**config.mk**
```make
export PLATFORM = sky130hd
export DESIGN_NAME = ssge_merge
export DESIGN_NICKNAME = d
export VERILOG_FILES = /design/src/rtl/core/ssge_pkg.sv /design/src/rtl/core/ssge_merge.sv
export SDC_FILE = /design/constraint.sdc
export NUM_CORES = 1
export LEC_CHECK = 0
export BUFFER_PORTS_ARGS = -buffer_cell sky130_fd_sc_hd__buf_4
export CELL_PAD_IN_SITES_DETAIL_PLACEMENT = 0
export CELL_PAD_IN_SITES_GLOBAL_PLACEMENT = 1
export CORE_MARGIN = 4
export CORE_UTILIZATION = 46
export DETAILED_ROUTE_END_ITERATION = 10
export PLACE_DENSITY_LB_ADDON = 0.1
export SYNTH_ARGS = -nofsm -noshare
export SYNTH_HDL_FRONTEND = slang
export SYNTH_SLANG_ARGS = --single-unit
```
**constraint.sdc**
```tcl
create_clock -name clk_i -period 11.65 [get_ports clk_i]
set_clock_uncertainty 0.2 [all_clocks]
set_input_delay 2.33 -clock clk_i [delete_from_list [all_inputs] [get_ports clk_i]]
set_output_delay 2.33 -clock clk_i [all_outputs]
set_load 0.02 [all_outputs]
```
**src/rtl/core/ssge_pkg.sv**
```systemverilog
`default_nettype none
package ssge_pkg;

  localparam int unsigned NUM_DIGITS = 6;
  localparam int unsigned CHAR_W     = 8;
  localparam int unsigned SEG_W      = 7;
  localparam int unsigned SHIFT_W    = 3;
  localparam int unsigned S_TDATA_W  = 56;  // 6 x 8 char bits + 3 shift bits, padded
  localparam int unsigned M_TDATA_W  = 48;  // 6 x 7 segment bits, padded
  localparam int unsigned CFG_IDX_W  = 1;
  localparam int unsigned CFG_DATA_W = 1;

  typedef logic [SEG_W-1:0]   seg_t;
  typedef logic [CHAR_W-1:0]  char_t;
  typedef logic [SHIFT_W-1:0] shift_t;

  localparam seg_t SEG_BLANK = 7'h7F;

  // register indexes
  localparam logic [CFG_IDX_W-1:0] REG_UPSIDE_DOWN = 1'b0;
  localparam logic [CFG_IDX_W-1:0] REG_DISPLAY_OFF = 1'b1;

  // vertical shift codes, anything above highest acts as highest
  localparam shift_t SHIFT_LOWEST  = 3'd0;
  localparam shift_t SHIFT_LOW     = 3'd1;
  localparam shift_t SHIFT_NORMAL  = 3'd2;
  localparam shift_t SHIFT_HIGH    = 3'd3;
  localparam shift_t SHIFT_HIGHEST = 3'd4;

  typedef struct packed {
    logic upside_down;
    logic display_off;
  } cfg_t;

  // active-low glyph table, bit i is segment i (a = bit 0)
  function automatic seg_t glyph_lookup(input char_t ch);
    seg_t g;
    case (ch)
      8'h30:   g = 7'h40;  // 0
      8'h31:   g = 7'h79;  // 1
      8'h32:   g = 7'h24;  // 2
      8'h33:   g = 7'h30;  // 3
      8'h34:   g = 7'h19;  // 4
      8'h35:   g = 7'h12;  // 5
      8'h36:   g = 7'h02;  // 6
      8'h37:   g = 7'h78;  // 7
      8'h38:   g = 7'h00;  // 8
      8'h39:   g = 7'h10;  // 9
      8'h41:   g = 7'h08;  // A
      8'h42:   g = 7'h03;  // B
      8'h43:   g = 7'h46;  // C
      8'h44:   g = 7'h21;  // D
      8'h45:   g = 7'h06;  // E
      8'h46:   g = 7'h0E;  // F
      8'h47:   g = 7'h10;  // G
      8'h48:   g = 7'h09;  // H
      8'h49:   g = 7'h79;  // I
      8'h4A:   g = 7'h71;  // J
      8'h4B:   g = 7'h0A;  // K
      8'h4C:   g = 7'h47;  // L
      8'h4E:   g = 7'h2B;  // N
      8'h4F:   g = 7'h40;  // O
      8'h50:   g = 7'h0C;  // P
      8'h51:   g = 7'h18;  // Q
      8'h52:   g = 7'h2F;  // R
      8'h53:   g = 7'h12;  // S
      8'h54:   g = 7'h07;  // T
      8'h55:   g = 7'h41;  // U
      8'h56:   g = 7'h63;  // V
      8'h58:   g = 7'h1B;  // X
      8'h59:   g = 7'h11;  // Y
      8'h5A:   g = 7'h24;  // Z
      default: g = SEG_BLANK;
    endcase
    return g;
  endfunction

endpackage
`default_nettype wire

```
**src/rtl/core/ssge_merge.sv**
```systemverilog
`default_nettype none
module ssge_merge
  import ssge_pkg::*;
(
  input  logic                  clk_i,
  input  logic                  rst_ni,
  input  logic                  in_valid_i,
  output logic                  in_ready_o,
  input  seg_t [NUM_DIGITS-1:0] lane_seg_i,
  input  cfg_t                  cfg_i,
  output logic                  out_valid_o,
  input  logic                  out_ready_i,
  output logic [M_TDATA_W-1:0]  out_data_o
);

  logic [M_TDATA_W-1:0] packed_w;
  logic [M_TDATA_W-1:0] out_q, out_d;
  logic [M_TDATA_W-1:0] skid_q, skid_d;
  logic                 out_vld_q, out_vld_d;
  logic                 skid_vld_q, skid_vld_d;
  logic                 accept;

  // pack lanes, display-off blanks every digit
  always_comb begin
    packed_w = '0;
    for (int k = 0; k < NUM_DIGITS; k++) begin
      packed_w[k*SEG_W +: SEG_W] = cfg_i.display_off ? SEG_BLANK : lane_seg_i[k];
    end
  end

  assign in_ready_o = ~skid_vld_q;
  assign accept     = in_valid_i & in_ready_o;

  always_comb begin
    out_d      = out_q;
    skid_d     = skid_q;
    out_vld_d  = out_vld_q;
    skid_vld_d = skid_vld_q;
    if (!out_vld_q || out_ready_i) begin
      if (skid_vld_q) begin
        out_d      = skid_q;
        out_vld_d  = 1'b1;
        skid_vld_d = 1'b0;
      end else begin
        out_d     = packed_w;
        out_vld_d = accept;
      end
    end else if (accept) begin
      skid_d     = packed_w;
      skid_vld_d = 1'b1;
    end
  end

  always_ff @(posedge clk_i or negedge rst_ni) begin
    if (!rst_ni) begin
      out_vld_q  <= 1'b0;
      skid_vld_q <= 1'b0;
    end else begin
      out_vld_q  <= out_vld_d;
      skid_vld_q <= skid_vld_d;
    end
  end

  always_ff @(posedge clk_i) begin
    out_q  <= out_d;
    skid_q <= skid_d;
  end

  assign out_valid_o = out_vld_q;
  assign out_data_o  = out_q;

endmodule
`default_nettype wire

```
**Word-level counts from Yosys, hierarchy flattened**

Index checks and enable logic that the tools add are counted.

- Reductions and logical operators: 4
- Bitwise logic cells: 3
- Mux-type cells: 10

Operators by type and width:

| kind | count |
|---|---|
| two-way mux 42 bit | 1 |
| two-way mux 7 bit | 6 |
| two-way mux 1 bit | 3 |
| inverter 1 bit | 2 |
| AND reduction 2 bit | 1 |
| nonzero test 2 bit | 1 |
| AND 1 bit | 1 |
| zero test 1 bit | 1 |
| logical OR 1 bit | 1 |

- Word-level logic and storage cells: 21
- Input bits: 48
- Output and inout port bits: 50
- Register bits after elaboration: 86

**Logic depth before layout (Yosys ltp)**

- Word-level depth: 4
- Depth in mapped cells: 3
- Mapped depth without buffers: 2

**Least setup slack after synthesis**

OpenSTA, ideal clock, no wires.

- Kind: input to register
- Start: input port out_ready_i
- End: register skid_q[0] (enable)
- Data required time: 10948 ps
- Path slack: 4357 ps
- Data arrival time: 6591 ps
- Library setup time: 502 ps
- Path buffers: 0
- Stages on the path: 2
- Cells stage by stage: nand2b_1 > nor3b_1

- Word-level cells in the longest chain between the ends: 3

Ends and longest elaborated chain:

| item | RTL line | RTL |
|---|---|---|
| start, declared | ssge_merge.sv:12 | `input logic out_ready_i,` |
| logical OR 1 bit | ssge_merge.sv:39 | `if (!out_vld_q \|\| out_ready_i) begin` |
| inverter 1 bit (no line) | - |  |
| AND reduction 2 bit (no line) | - |  |
| end signal, assigned | ssge_merge.sv:66 | `skid_q <= skid_d;` |
| end, declared | ssge_merge.sv:18 | `logic [M_TDATA_W-1:0] skid_q, skid_d;` |

No other way between the ends.
A chain may end at the register's enable or synchronous reset.

**Final worst setup path**

- Start: register skid_vld_q
- End: output port in_ready_o

- Word-level cells in the longest chain between the ends: 1

Ends and longest elaborated chain:

| item | RTL line | RTL |
|---|---|---|
| start, declared | ssge_merge.sv:20 | `logic skid_vld_q, skid_vld_d;` |
| start signal, assigned | ssge_merge.sv:60 | `skid_vld_q <= skid_vld_d;` |
| inverter 1 bit | ssge_merge.sv:31 | `assign in_ready_o = ~skid_vld_q;` |
| end, declared | ssge_merge.sv:8 | `output logic in_ready_o,` |

No other way between the ends.

==> run metrics <==
Synth cell types=14; Reg power frac=0.580; global placement routability congestion=0.6987; CTS tree=built; Post-Layout Cell Count=389; VDD IR-drop max=0.00007119 V; DR WL/cell=15.33 um; Pint=0.4814 mW; Resized cells post-CTS=0; # rows=31; final instance area=~0.0044 sq mm; fin. max-slew vios=0; CP required=9.12 ns; clk root buf=clkbuf_8; CTS buffer count=9; DRT iter0 DRCs=between 70 and 80; Final #Nets=333; register bit total from synthesis=86; max capacitance violation total=0; hold_buf cts=0; Via density=4.689; hold wc startpoint=skid_q[26]$_DFFE_PP_; largest fanout on the critical path=43; final HPWL from detailed placement=3.632 mm; WHS Path Cells=1; Lkg Pwr=1.548 nW; P per Cell Area=around 150 mW/mm^2; Filler cells=roughly 590; Fin Setup TNS=0 ns; average cell area after synthesis=17.94 sq um; GRT Util Overall=0.1389; Max Fclk=~230 MHz; Clk pwr share=0.287; register area share after synthesis=0.7509; Post-Syn Instances=191; RR Startpoint=out_valid_o$_DFFE_PN0P_; vias in the first global route=1,832; clk buf depth=2; crit path time final=4.256 ns; core box area=between 0.007 and 0.008 sq mm; Die W=between 90 and 100 um; Final Cycle Share=0.3654; first-pass GRT wire length=9.294 mm; Worst setup SP type=flop; kind of critical path=reg2out; run status=finished, final reports clean; I/O pins=98; final hold violations=0; chip height=94.30 um; Total Die Area=a little under 0.009 sq mm; r2r worst-path depth=3; ANT nets after route=0; dpl cell area=0.004182 sq mm; share of cells above drive strength 1=0.5276; drt pass-1 iters=4; port bufs=90; hold endpoint=out_data_o[26]$_DFFE_PP_; Synth-to-Final Area Change=27.10%; pin count of the biggest net entering global routing=45; Slew HR=0.3689; antenna cells=0; Post-Place Cells=373; R2R Setup Slk=9.37 ns; YS warnings=0; H-tree depth=3; slew at the pin with the worst max-slew slack=0.9452 ns; routed wire length=5.963 mm; Sw Share=0.2415; Setup Buffers After CTS=0; synthesized cell area=approximately 0.0034 sq mm; Remaining DRCs=0; RSZ-0062 raised after global routing=no; Hold WC Path Type=reg2reg; r2r endpoint=skid_q[5]$_DFFE_PP_; Vias=1,824; Comb pwr share=0.133; Arr. time, crit path=1.73 ns; Clock transition at path regs=0.09 ns; CP endpoint kind=output port; antenna violations before repair=0; clk_lat worst skew=~0.34 ns; Initial Utilization=0.4723; Sink Count=86; sw power=0.1533 mW; GR Overflow Total=0; # setup viols final=0
## cell usage after synthesis, drive strengths merged
cell    instances  share of area
buf            11          0.020
dfrtp           2          0.015
nand2           1         0.0011
mux2           42           0.14
nor2            2         0.0022
conb            1         0.0011
inv             1         0.0011
or2            42          0.077
edfxtp         84           0.74
nand2b          1         0.0018
clkbuf          3         0.0044
nor3b           1         0.0022
## per-layer routing
layer / track usage / routed length (um) / up-vias
li1: - / - / 881
met1: 0.1833 / 2664 / 875
met2: 0.2175 / 2823 / 62
met3: 0.03606 / 418 / 6
met4: 0.06137 / 57 / 0
met5: 0 / 0 / -
## flip-flops by register name (all words and copies together), names as in the netlist
signal       flops
skid_q          42
out_valid_o      1
out_data_o      42
skid_vld_q       1
## layout make-up
| type | count | area (sq um) | share of cell area |
|---|---|---|---|
| Tap cell | 99 | 123.9 | 0.02845 |
| Clock inverter | 7 | 48.80 | 0.01121 |
| Multi-Input combinational cell | 95 | 790.8 | 0.1816 |
| Timing Repair Buffer | 92 | 690.7 | 0.1586 |
| Clock buffer | 9 | 123.9 | 0.02845 |
| Sequential cell | 86 | 2572 | 0.5908 |
| Inverter | 1 | 3.754 | 0.0008621 |
## worst max-delay path by stage
stage | endpoint | depth (start not counted) | start
detailed placement | skid_q[15]$_DFFE_PP_ | 4 | out_ready_i
finish | in_ready_o | 2 | skid_vld_q$_DFFE_PN0P_
floorplan | skid_q[0]$_DFFE_PP_ | 2 | out_ready_i
CTS | in_ready_o | 2 | skid_vld_q$_DFFE_PN0P_
global placement | skid_q[5]$_DFFE_PP_ | 4 | out_ready_i
global route | in_ready_o | 2 | skid_vld_q$_DFFE_PN0P_
## worst max-delay path, stage by stage, from the launching register on
cell and delay [ns]:
dfrtp_1 0.41, inv_2 0.69, buf_4 0.28
## kinds of logic after synthesis
family,count (synthesis),share of synthesized area
DFF,86,0.7509
and+or+nand+nor,47,0.08400
muxes,42,0.1381
buffers and inverters,15,0.02593
other,1,0.001095
## power by group through the flow
stage               Combinational, mW  Sequential [mW]  Clock (mW)
finish                         0.0846            0.368       0.182
global route                   0.0916            0.370       0.203
CTS                            0.0864            0.369       0.188
detailed placement             0.0861            0.375           0
global placement               0.0856            0.375           0
floorplan                      0.0341            0.391           0
## through the flow
step                      worst slack, ns  hold WS [ns]  total power, mW  utilization
final                               7.394        0.3460           0.6347       0.6003
after floorplan                     4.357        0.2952           0.4255            -
after CTS                           7.336        0.3513           0.6433       0.6003
after global placement              7.112        0.3278           0.4608       0.5765
after detailed placement            7.141        0.3335           0.4613       0.5765
after global routing                7.286        0.3629           0.6650       0.6003
## placed cells by master (no fill, tap or decap)
| master | instances |
|---|---|
| buf_4 | 92 |
| clkbuf_8 | 9 |
| clkinv_1 | 2 |
| clkinv_4 | 1 |
| clkinvlp_4 | 2 |
| conb_1 | 6 |
| dfrtp_1 | 2 |
| edfxtp_1 | 84 |
| inv_2 | 1 |
| inv_6 | 2 |
| mux2_2 | 42 |
| nand2_1 | 1 |
| nand2b_2 | 1 |
| nor2_1 | 2 |
| nor3b_2 | 1 |
| or2_1 | 40 |
| or2_2 | 2 |
(Power assumes the default switching activity.)
