`config.mk`:
```
export PLATFORM = sky130hd
export DESIGN_NAME = ssge_lane
export DESIGN_NICKNAME = d
export VERILOG_FILES = /design/src/rtl/core/ssge_pkg.sv /design/src/rtl/core/ssge_lane.sv
export SDC_FILE = /design/constraint.sdc
export NUM_CORES = 1
export LEC_CHECK = 0
export ABC_CLOCK_PERIOD_IN_PS = 2200
export BUFFER_PORTS_ARGS = -buffer_cell sky130_fd_sc_hd__buf_4
export CAP_MARGIN = 15
export CORE_MARGIN = 2
export CORE_UTILIZATION = 54
export DETAILED_ROUTE_END_ITERATION = 6
export PLACE_DENSITY = 0.79
export SYNTH_ARGS = -nofsm -noshare
export SYNTH_HDL_FRONTEND = slang
export SYNTH_SLANG_ARGS = --single-unit
```
`constraint.sdc`:
```
create_clock -name vclk -period 2.2
set_input_delay 0.22 -clock vclk [all_inputs]
set_output_delay 0.22 -clock vclk [all_outputs]
set_load 0.01 [all_outputs]
```
`src/rtl/core/ssge_pkg.sv`:
```
`default_nettype none
package ssge_pkg;

  localparam int unsigned NUM_DIGITS = 6;
  localparam int unsigned CHAR_W     = 8;
  localparam int unsigned SEG_W      = 7;
  localparam int unsigned SHIFT_W    = 3;
  localparam int unsigned S_TDATA_W  = 56;  // 6 x 8 char bits + 3 shift bits, padded
  localparam int unsigned M_TDATA_W  = 48;  // 6 x 7 segment bits, padded
  localparam int unsigned CFG_IDX_W  = 1;
  localparam int unsigned CFG_DATA_W = 1;

  typedef logic [SEG_W-1:0]   seg_t;
  typedef logic [CHAR_W-1:0]  char_t;
  typedef logic [SHIFT_W-1:0] shift_t;

  localparam seg_t SEG_BLANK = 7'h7F;

  // register indexes
  localparam logic [CFG_IDX_W-1:0] REG_UPSIDE_DOWN = 1'b0;
  localparam logic [CFG_IDX_W-1:0] REG_DISPLAY_OFF = 1'b1;

  // vertical shift codes, anything above highest acts as highest
  localparam shift_t SHIFT_LOWEST  = 3'd0;
  localparam shift_t SHIFT_LOW     = 3'd1;
  localparam shift_t SHIFT_NORMAL  = 3'd2;
  localparam shift_t SHIFT_HIGH    = 3'd3;
  localparam shift_t SHIFT_HIGHEST = 3'd4;

  typedef struct packed {
    logic upside_down;
    logic display_off;
  } cfg_t;

  // active-low glyph table, bit i is segment i (a = bit 0)
  function automatic seg_t glyph_lookup(input char_t ch);
    seg_t g;
    case (ch)
      8'h30:   g = 7'h40;  // 0
      8'h31:   g = 7'h79;  // 1
      8'h32:   g = 7'h24;  // 2
      8'h33:   g = 7'h30;  // 3
      8'h34:   g = 7'h19;  // 4
      8'h35:   g = 7'h12;  // 5
      8'h36:   g = 7'h02;  // 6
      8'h37:   g = 7'h78;  // 7
      8'h38:   g = 7'h00;  // 8
      8'h39:   g = 7'h10;  // 9
      8'h41:   g = 7'h08;  // A
      8'h42:   g = 7'h03;  // B
      8'h43:   g = 7'h46;  // C
      8'h44:   g = 7'h21;  // D
      8'h45:   g = 7'h06;  // E
      8'h46:   g = 7'h0E;  // F
      8'h47:   g = 7'h10;  // G
      8'h48:   g = 7'h09;  // H
      8'h49:   g = 7'h79;  // I
      8'h4A:   g = 7'h71;  // J
      8'h4B:   g = 7'h0A;  // K
      8'h4C:   g = 7'h47;  // L
      8'h4E:   g = 7'h2B;  // N
      8'h4F:   g = 7'h40;  // O
      8'h50:   g = 7'h0C;  // P
      8'h51:   g = 7'h18;  // Q
      8'h52:   g = 7'h2F;  // R
      8'h53:   g = 7'h12;  // S
      8'h54:   g = 7'h07;  // T
      8'h55:   g = 7'h41;  // U
      8'h56:   g = 7'h63;  // V
      8'h58:   g = 7'h1B;  // X
      8'h59:   g = 7'h11;  // Y
      8'h5A:   g = 7'h24;  // Z
      default: g = SEG_BLANK;
    endcase
    return g;
  endfunction

endpackage
`default_nettype wire

```
`src/rtl/core/ssge_lane.sv`:
```
`default_nettype none
module ssge_lane
  import ssge_pkg::*;
(
  input  char_t  char_i,
  input  shift_t shift_i,
  input  cfg_t   cfg_i,
  output seg_t   seg_o
);

  seg_t lit;
  seg_t lit_flip;
  seg_t res;

  // work in active-high form
  assign lit = ~glyph_lookup(char_i);

  // vertical flip: a<->d, b<->c, e<->f, g stays
  always_comb begin
    if (cfg_i.upside_down) begin
      lit_flip = {lit[6], lit[4], lit[5], lit[0], lit[1], lit[2], lit[3]};
    end else begin
      lit_flip = lit;
    end
  end

  always_comb begin
    res = '0;
    case (shift_i)
      SHIFT_LOWEST: begin
        res[3] = lit_flip[0];
      end
      SHIFT_LOW: begin
        res[6] = lit_flip[0];
        res[2] = lit_flip[1];
        res[4] = lit_flip[5];
        res[3] = lit_flip[6];
      end
      SHIFT_NORMAL: begin
        res = lit_flip;
      end
      SHIFT_HIGH: begin
        res[1] = lit_flip[2];
        res[6] = lit_flip[3];
        res[5] = lit_flip[4];
        res[0] = lit_flip[6];
      end
      default: begin
        res[0] = lit_flip[3];
      end
    endcase
  end

  assign seg_o = ~res;

endmodule
`default_nettype wire

```
Yosys cells after proc, flatten, opt, wreduce, memory -nomap -nowiden
Memory sizes are Yosys's and may differ from the RTL's.
Cells that the tools add are included.
{"block": "totals", "wordCells": 17, "romBits": 896, "input_bits": 13, "reg_bits": 0, "output_inout_bits": 7, "n_memories": 1}
{"name": "(no name shown)", "depth": 128, "word_bits": 7, "rd": 1, "rd_clocked_by_memory_dff": 0, "wr": 0, "line": "ssge_pkg.sv:38", "text": "case (ch)"}
{"block": "op_classes", "eq_ne": 3, "bitwise_logic": 2, "muxes": 9, "n_reduce_logical": 2}
{"cell": "NOT 7 bit", "n": 2}
{"cell": "case mux 1 bit (3 select lines)", "n": 3}
{"cell": "case mux 1 bit (2 select lines)", "n": 4}
{"cell": "2-to-1 mux 7 bit", "n": 1}
{"cell": "== test 3 x 2 -> 1 bit, second input constant", "n": 2}
{"cell": "2-to-1 mux 6 bit", "n": 1}
{"cell": "== test 3 x 1 -> 1 bit, second input constant", "n": 1}
{"cell": "zero test 3 bit", "n": 1}
{"cell": "OR reduction 2 bit", "n": 1}

Longest topological paths before layout
Gate-level depths: netlist of run 1.
An unclocked memory read counts as a cell.
{"block": "depth", "depth_word": 6, "mapped_depth": 10, "ltp_nobuf": 8}

Least setup slack after synthesis of run 1
OpenSTA, ideal clock, no wires.
{"block": "synth_timing", "path_kind": "in2out", "from": "input char_i[1]", "to": "output seg_o[5]", "required_ns": 1.980, "t_arrival_ns": 1.986, "path_slack_ns": -0.006, "path_buffers": 2, "cell_stages": 9, "cell_sequence": "buf_2 > inv_1 > ha_1 > clkbuf_1 > a211oi_1 > a31oi_1 > o22ai_1 > mux2i_1 > or4_1"}
{"block": "synth_between", "elab_chain_cells": 6}
{"element": "start, declared", "line": "ssge_lane.sv:5", "text": "input char_t char_i,"}
{"element": "memory read (128 x 7 bit)"}
{"element": "2-to-1 mux 7 bit", "line": "ssge_pkg.sv:38"}
{"element": "NOT 7 bit", "line": "ssge_lane.sv:16", "text": "assign lit = ~glyph_lookup(char_i);"}
{"element": "2-to-1 mux 6 bit", "line": "ssge_lane.sv:20", "text": "if (cfg_i.upside_down) begin"}
{"element": "case mux 1 bit (2 select lines)", "line": "ssge_lane.sv:29", "text": "case (shift_i)"}
{"element": "NOT 7 bit", "line": "ssge_lane.sv:54", "text": "assign seg_o = ~res;"}
{"element": "end, declared", "line": "ssge_lane.sv:8", "text": "output seg_t seg_o"}
Every way passes these cells.

Final worst setup path of run 1
{"block": "layout_timing", "from": "input char_i[0]", "to": "output seg_o[6]"}
{"block": "layout_between", "elab_chain_cells": 6}
{"element": "memory read (128 x 7 bit) *"}
{"element": "2-to-1 mux 7 bit *", "line": "ssge_pkg.sv:38"}
{"element": "NOT 7 bit *", "line": "ssge_lane.sv:16"}
{"element": "2-to-1 mux 6 bit", "line": "ssge_lane.sv:20"}
{"element": "case mux 1 bit (3 select lines) *", "line": "ssge_lane.sv:29"}
{"element": "NOT 7 bit *", "line": "ssge_lane.sv:54"}
Every way passes the cells marked *; elsewhere a longest branch is shown, timed or not.

==> flow_summary.toml, run 1 <==
[outcome]
outcome = "complete, but fails checks"
violations = "negative setup slack"

[drt]
ant_nets = 0
viasPerCell = 6.58
drc = 0
wirelength_mm = 3.41
first_pass_iters = 4
vias = 1230
wire_per_inst_um = 18.2
drt_iter0_markers = 78

[place]
numPortBuffers = 19
dp_hpwl_mm = 2.20
gp_congestion = 0.935
placedInstanceArea_sq_um = 1210

[grt]
grt_pass1_vias = 1113
grt_max_degree = 31
grt.total_usage_pct = 31.1
antenna_found_initial = 0
grt_pass1_wl_mm = 5.02
overflow = 0

[sta]
finalSetupTns_ns = -0.237
hold-worst-slack_ns = 0.786
maxSlewHeadroom_pct = 74.2
fmax_mhz = 432
worst_slack_ns = -0.113
fin_crit_sh_pct = 105
worst_slew_pin_slew_ns = 0.388
min_period_ns = 2.31
slew_violations = 0
hold_viol = 0
setup_viol = 4
rsz0062_at_grt = "yes"

[setup_path]
cp-startpoint = "char_i[0]"
cp-end-kind = "primary output"
cp-endpoint = "seg_o[6]"
path_class = "in -> out"
cp.arrival_ns = 2.09
cp-start-kind = "input pin"
required_ns = 1.98
critPathMaxFanout = 6

[cells_and_area]
seqCellArea_sq_um = 0
finalInstanceArea_sq_um = 1350
antennaDiodeCount = 0
final_nets = 185
drive_gt1_share_pct = 38.3
clock_buffer_count = 0
fill_cells = 124
area_growth_pct = 33.8
flops_and_latches = 0

[floorplan]
die_x_um = 47.2
die_h_um = 47.2
core_sq_um = 1750
rows = 15
ioPinCount = 20
die_area_sq_um = 2220
start_util_pct = 57.6

[pwr]
power_density_nw_per_um2 = 198
p_leak_nw = 0.552
total_power_uw = 266
irDropWorstVdd_mv = 0.145

[synth]
syn-instance-count = 140
synth.cell_area_sq_um = 1010
seq_area_frac_synth_pct = 0
yosys_warnings = 0
syn-num-nets = 161
avgSynthCellArea_sq_um = 7.19
ys_types = 55

[job]
cap_viol_max_count = 0

[worst_hold_path]
hp-start = "shift_i[1]"
hold_path_class = "in -> out"
==> Yosys cell counts, drive strengths merged (2+ instances only) <==
library cell,number,area [sq um]
ha,8,100
a32oi,2,17.5
a211oi,2,20.0
mux2,2,26.3
xor2,3,26.3
nor2,10,37.5
o221ai,3,26.3
nand2b,6,37.5
mux2i,4,40.0
o22ai,2,12.5
nor3b,5,42.5
a31oi,4,25.0
buf,9,62.6
a221oi,2,23.8
a22oi,2,15.0
mux4,2,45.0
nor2b,5,31.3
a21oi,10,50.1
o21ai,8,40.0
clkbuf,4,15.0
inv,12,45.0
nand2,7,26.3
nand3,4,25.0
==> metal layers <==
layer	part of all wire [%]	wire [um]	track usage, %	vias up
li1	-	-	-	564
met1	41	1400	43.4	576
met2	48	1650	52.3	75
met3	6.8	232	1.54	15
met4	3.5	118	7.22	0
met5	0	0	0	-
==> area by class of cell <==
class,instances,area [sq um],share of cell area (%)
Timing Repair Buffer,35,293,21.7
Tap cell,25,31.3,2.32
Inverter,12,52.6,3.90
Multi-Input combinational cell,115,970,72.0
==> power breakdown <==
| part | internal (mW) | total [mW] | leakage (nW) | switching (mW) |
|---|---|---|---|---|
| registers | 0 | 0 | 0 | 0 |
| clock network | 0 | 0 | 0 | 0 |
| logic | 0.122 | 0.266 | 0.552 | 0.144 |
| total | 0.122 | 0.266 | 0.552 | 0.144 |
==> repair_timing <==
action | CTS | global route
buffers inserted | 1 | 1
endpoints found under the setup margin | 6 | 6
pin swaps | 3 | 7
hold buffers | 0 | 0
resized for setup | 19 | 11
==> placed cells by master (no fill, tap or decap), types with 3 or more instances in the layout <==
cell type / n
nor3b_1: 4
a21oi_1: 10
nand3_1: 3
inv_1: 10
buf_4: 29
a31oi_1: 3
nor2_1: 9
ha_4: 3
o21ai_0: 4
nand2b_1: 6
o221ai_1: 3
xor2_1: 3
nand2_1: 7
buf_6: 4
o21ai_1: 4
ha_2: 3
mux2i_1: 4
nor2b_1: 5
==> how the worst min path moves through the flow <==
stage	slack, ns	cells after the start	endpoint
finish	0.79	3	seg_o[1]
global route	0.81	3	seg_o[0]
CTS	0.78	3	seg_o[1]
detailed placement	0.78	3	seg_o[1]
global placement	0.77	3	seg_o[1]
floorplan	0.57	1	seg_o[5]
==> per-stage QoR <==
stage	worst slack [ns]	utilization, %	std cells
after floorplan	0.0206	-	140
after global placement	-0.0958	69.2	185
after detailed placement	-0.184	69.2	185
after CTS	-0.169	74.3	186
after global routing	-0.167	77.1	187
final	-0.113	77.1	187
==> critical path, stage by stage <==
cell and delay (ns):
buf_8 0.09, inv_4 0.04, buf_6 0.11, buf_4 0.12, ha_2 0.20, a21bo_2 0.21, o221ai_1 0.20, o22ai_2 0.14
mux2_2 0.32, a32oi_1 0.25, buf_4 0.17
==> cell families after synthesis <==
logic type      count (synthesis)  synth area share (%)
xor+xnor                        4                  3.48
fa+ha+maj                       8                  9.95
buf+inv                        25                  12.2
compound gates                 48                  36.6
simple gates                   47                  26.7
mux                             8                  11.1
(Power assumes the default switching activity.)
==> run 2, diff against run 1 <==
Settings changed: ABC_AREA from default to 1, ABC_CLOCK_PERIOD_IN_PS 2200 to default, CORE_UTILIZATION 54 to 53, PLACE_DENSITY 0.79 to 0.78.
==> run 2 against run 1 <==
Effect of this change: the run now ends clean; first-iteration DRC count decreased by 17%; die area decreased by 6.2%; largest power group unchanged; combinational power decreased by 24%; maximum frequency increased by 15%; worst hold slack improved by 0.0097 ns.
==> flow_summary.toml, run 2 <==
[outcome]
outcome = "complete, no violations"

[cells_and_area]
final_cell_mix = "nand2_1 (78), nand3_1 (27), buf_4 (22), inv_1 (21), a21oi_1 (12)"
final_nets = 227
area_growth_pct = 18.1
final_util_pct = 65.1
final_common_cell = "nand2_1"
drive_gt1_share_pct = 16.2
antennaDiodeCount = 0
stdcell_count = 221
clock_buffer_count = 0
seqCellArea_sq_um = 0
flops_and_latches = 0

[synth]
synthTopCellsByCount = "nand2_1 (78), nand3_1 (27), inv_1 (21)"
synth_top_area_share_pct = 31.8
ys_types = 24
yosys_warnings = 0
yosysMostFrequentCell = "nand2_1"
yosysTopAreaCell = "nand2_1"
seq_area_frac_synth_pct = 0
synth.cell_area_sq_um = 921
avgSynthCellArea_sq_um = 4.90
syn-instance-count = 188
synth.area.top_cells = "nand2_1 (32%), nand3_1 (15%), ha_1 (11%)"
syn-num-nets = 209

[pwr]
p_leak_nw = 0.593
power_density_nw_per_um2 = 187
switching_share_pct = 61.9
p_comb_share_pct = 100.0
clock_power_share_pct = 0
power.internal_uw = 77.4
irDropWorstVdd_mv = 0.0922
total_power_uw = 203
switchingPower_uw = 126
p_seq_share_pct = 0

[setup_path]
cp_num_buf_inv = 4
critical_path.top_delay_family = "compound AO/OA/AOI/OAI gates"
critical_path.max_stage_delay_ns = 0.30
required_ns = 1.98
cp-start-kind = "input pin"
critPathMaxFanout = 5
cp.arrival_ns = 1.80
cp_cell_sequence = "buf_4 -> buf_4 -> ha_1 -> o21ai_1 -> a21oi_1 -> o21ai_0 -> nand4_1 -> nand2_1 -> inv_1 -> nand2_1 -> nand2_1 -> buf_4"
critical_path_cell_count = 12
critical_path.slowest_cell = "o21ai_0"
cp-end-kind = "primary output"
path_class = "in -> out"

[place]
numPortBuffers = 19
dp.cells = 221
place_ws_ns = 0.146
dp_hpwl_mm = 2.03
gp_congestion = 0.950

[floorplan]
die_area_sq_um = 2090
die_x_um = 45.7
rows = 15
start_util_pct = 55.1
ioPinCount = 20
die_h_um = 45.7
core_sq_um = 1670

[worst_hold_path]
hold_path_class = "in -> out"
worstHoldPathCells = 4

[sta]
worst_slew_pin_slew_ns = 0.529
fmax_mhz = 496
rsz0062_at_grt = "no"
slew_violations = 0
setup_viol = 0
min_period_ns = 2.02
maxSlewHeadroom_pct = 64.5
fin_crit_sh_pct = 91.7
worst_slack_ns = 0.182
hold_viol = 0
finalSetupTns_ns = 0

[grt]
antenna_found_initial = 0
grt.total_usage_pct = 26.1
grt_pass1_vias = 1000
grt_max_degree = 19
overflow = 0
grt_pass1_wl_mm = 4.22

[drt]
wl_met3_um = 117
wl_met1_mm = 1.18
route.met2.wl_mm = 1.21
ant_nets = 0
first_pass_iters = 4
drt_iter0_markers = 65
wirelength_mm = 2.52
top_layer_used = "met4"
wire_per_inst_um = 11.4
drc = 0
vias = 1230
viasPerCell = 5.57

[cts]
post_cts_buffers = 0

[job]
cap_viol_max_count = 0
[run 2: cell count changes in the layout (fill, tap and decap cells not counted), moves of 5 or more]
| cell | change |
|---|---|
| ha_1 | +5 |
| buf_4 | -7 |
| nor2_1 | -8 |
| nand2_1 | +71 |
| nor2b_1 | -5 |
| nand2b_1 | -6 |
| inv_1 | +11 |
| nand3_1 | +24 |
[run 2: metal layers]
layer  vias to the layer above  track usage, %
li1                        644               -
met1                       537            39.1
met2                        47            43.1
met3                         2               0
met4                         0            2.35
met5                         -               0
[run 2: through the flow]
stage | hold slack, ns | cell area (sq um)
final | 0.796 | 1090
after global routing | 0.821 | 1090
after CTS | 0.796 | 1070
after detailed placement | 0.795 | 1070
after global placement | 0.786 | 1070
after floorplan | 0.581 | 921
[run 2: final timing paths]
path,start,slack (ns),end
max,char_i[0],0.18,seg_o[0]
min,shift_i[2],0.80,seg_o[0]
[run 2: repair_timing]
action,in CTS,in global routing
setup endpoints to repair,0,5
hold buffers,0,0
resized for setup,0,3
[run 2: cells by family after synthesis]
| kind of cell | after synthesis | synth area share (%) |
|---|---|---|
| adders and majority gates | 8 | 10.9 |
| AOI/OAI and AO/OA | 32 | 19.8 |
| and+or+nand+nor | 118 | 55.2 |
| buffers and inverters | 30 | 14.1 |
[run 2: final cells by class]
class                      count  area (sq um)
multi-input combinational    158           811
fill                         168           583
timing repair buffer          22           165
inverter                      24          90.1
tap                           17          21.3
[run 2: power groups by stage]
stage               Combinational [mW]  Clock [mW]  Sequential [mW]
floorplan                        0.134           0                0
global placement                 0.189           0                0
detailed placement               0.194           0                0
CTS                              0.195           0                0
global route                     0.228           0                0
finish                           0.203           0                0
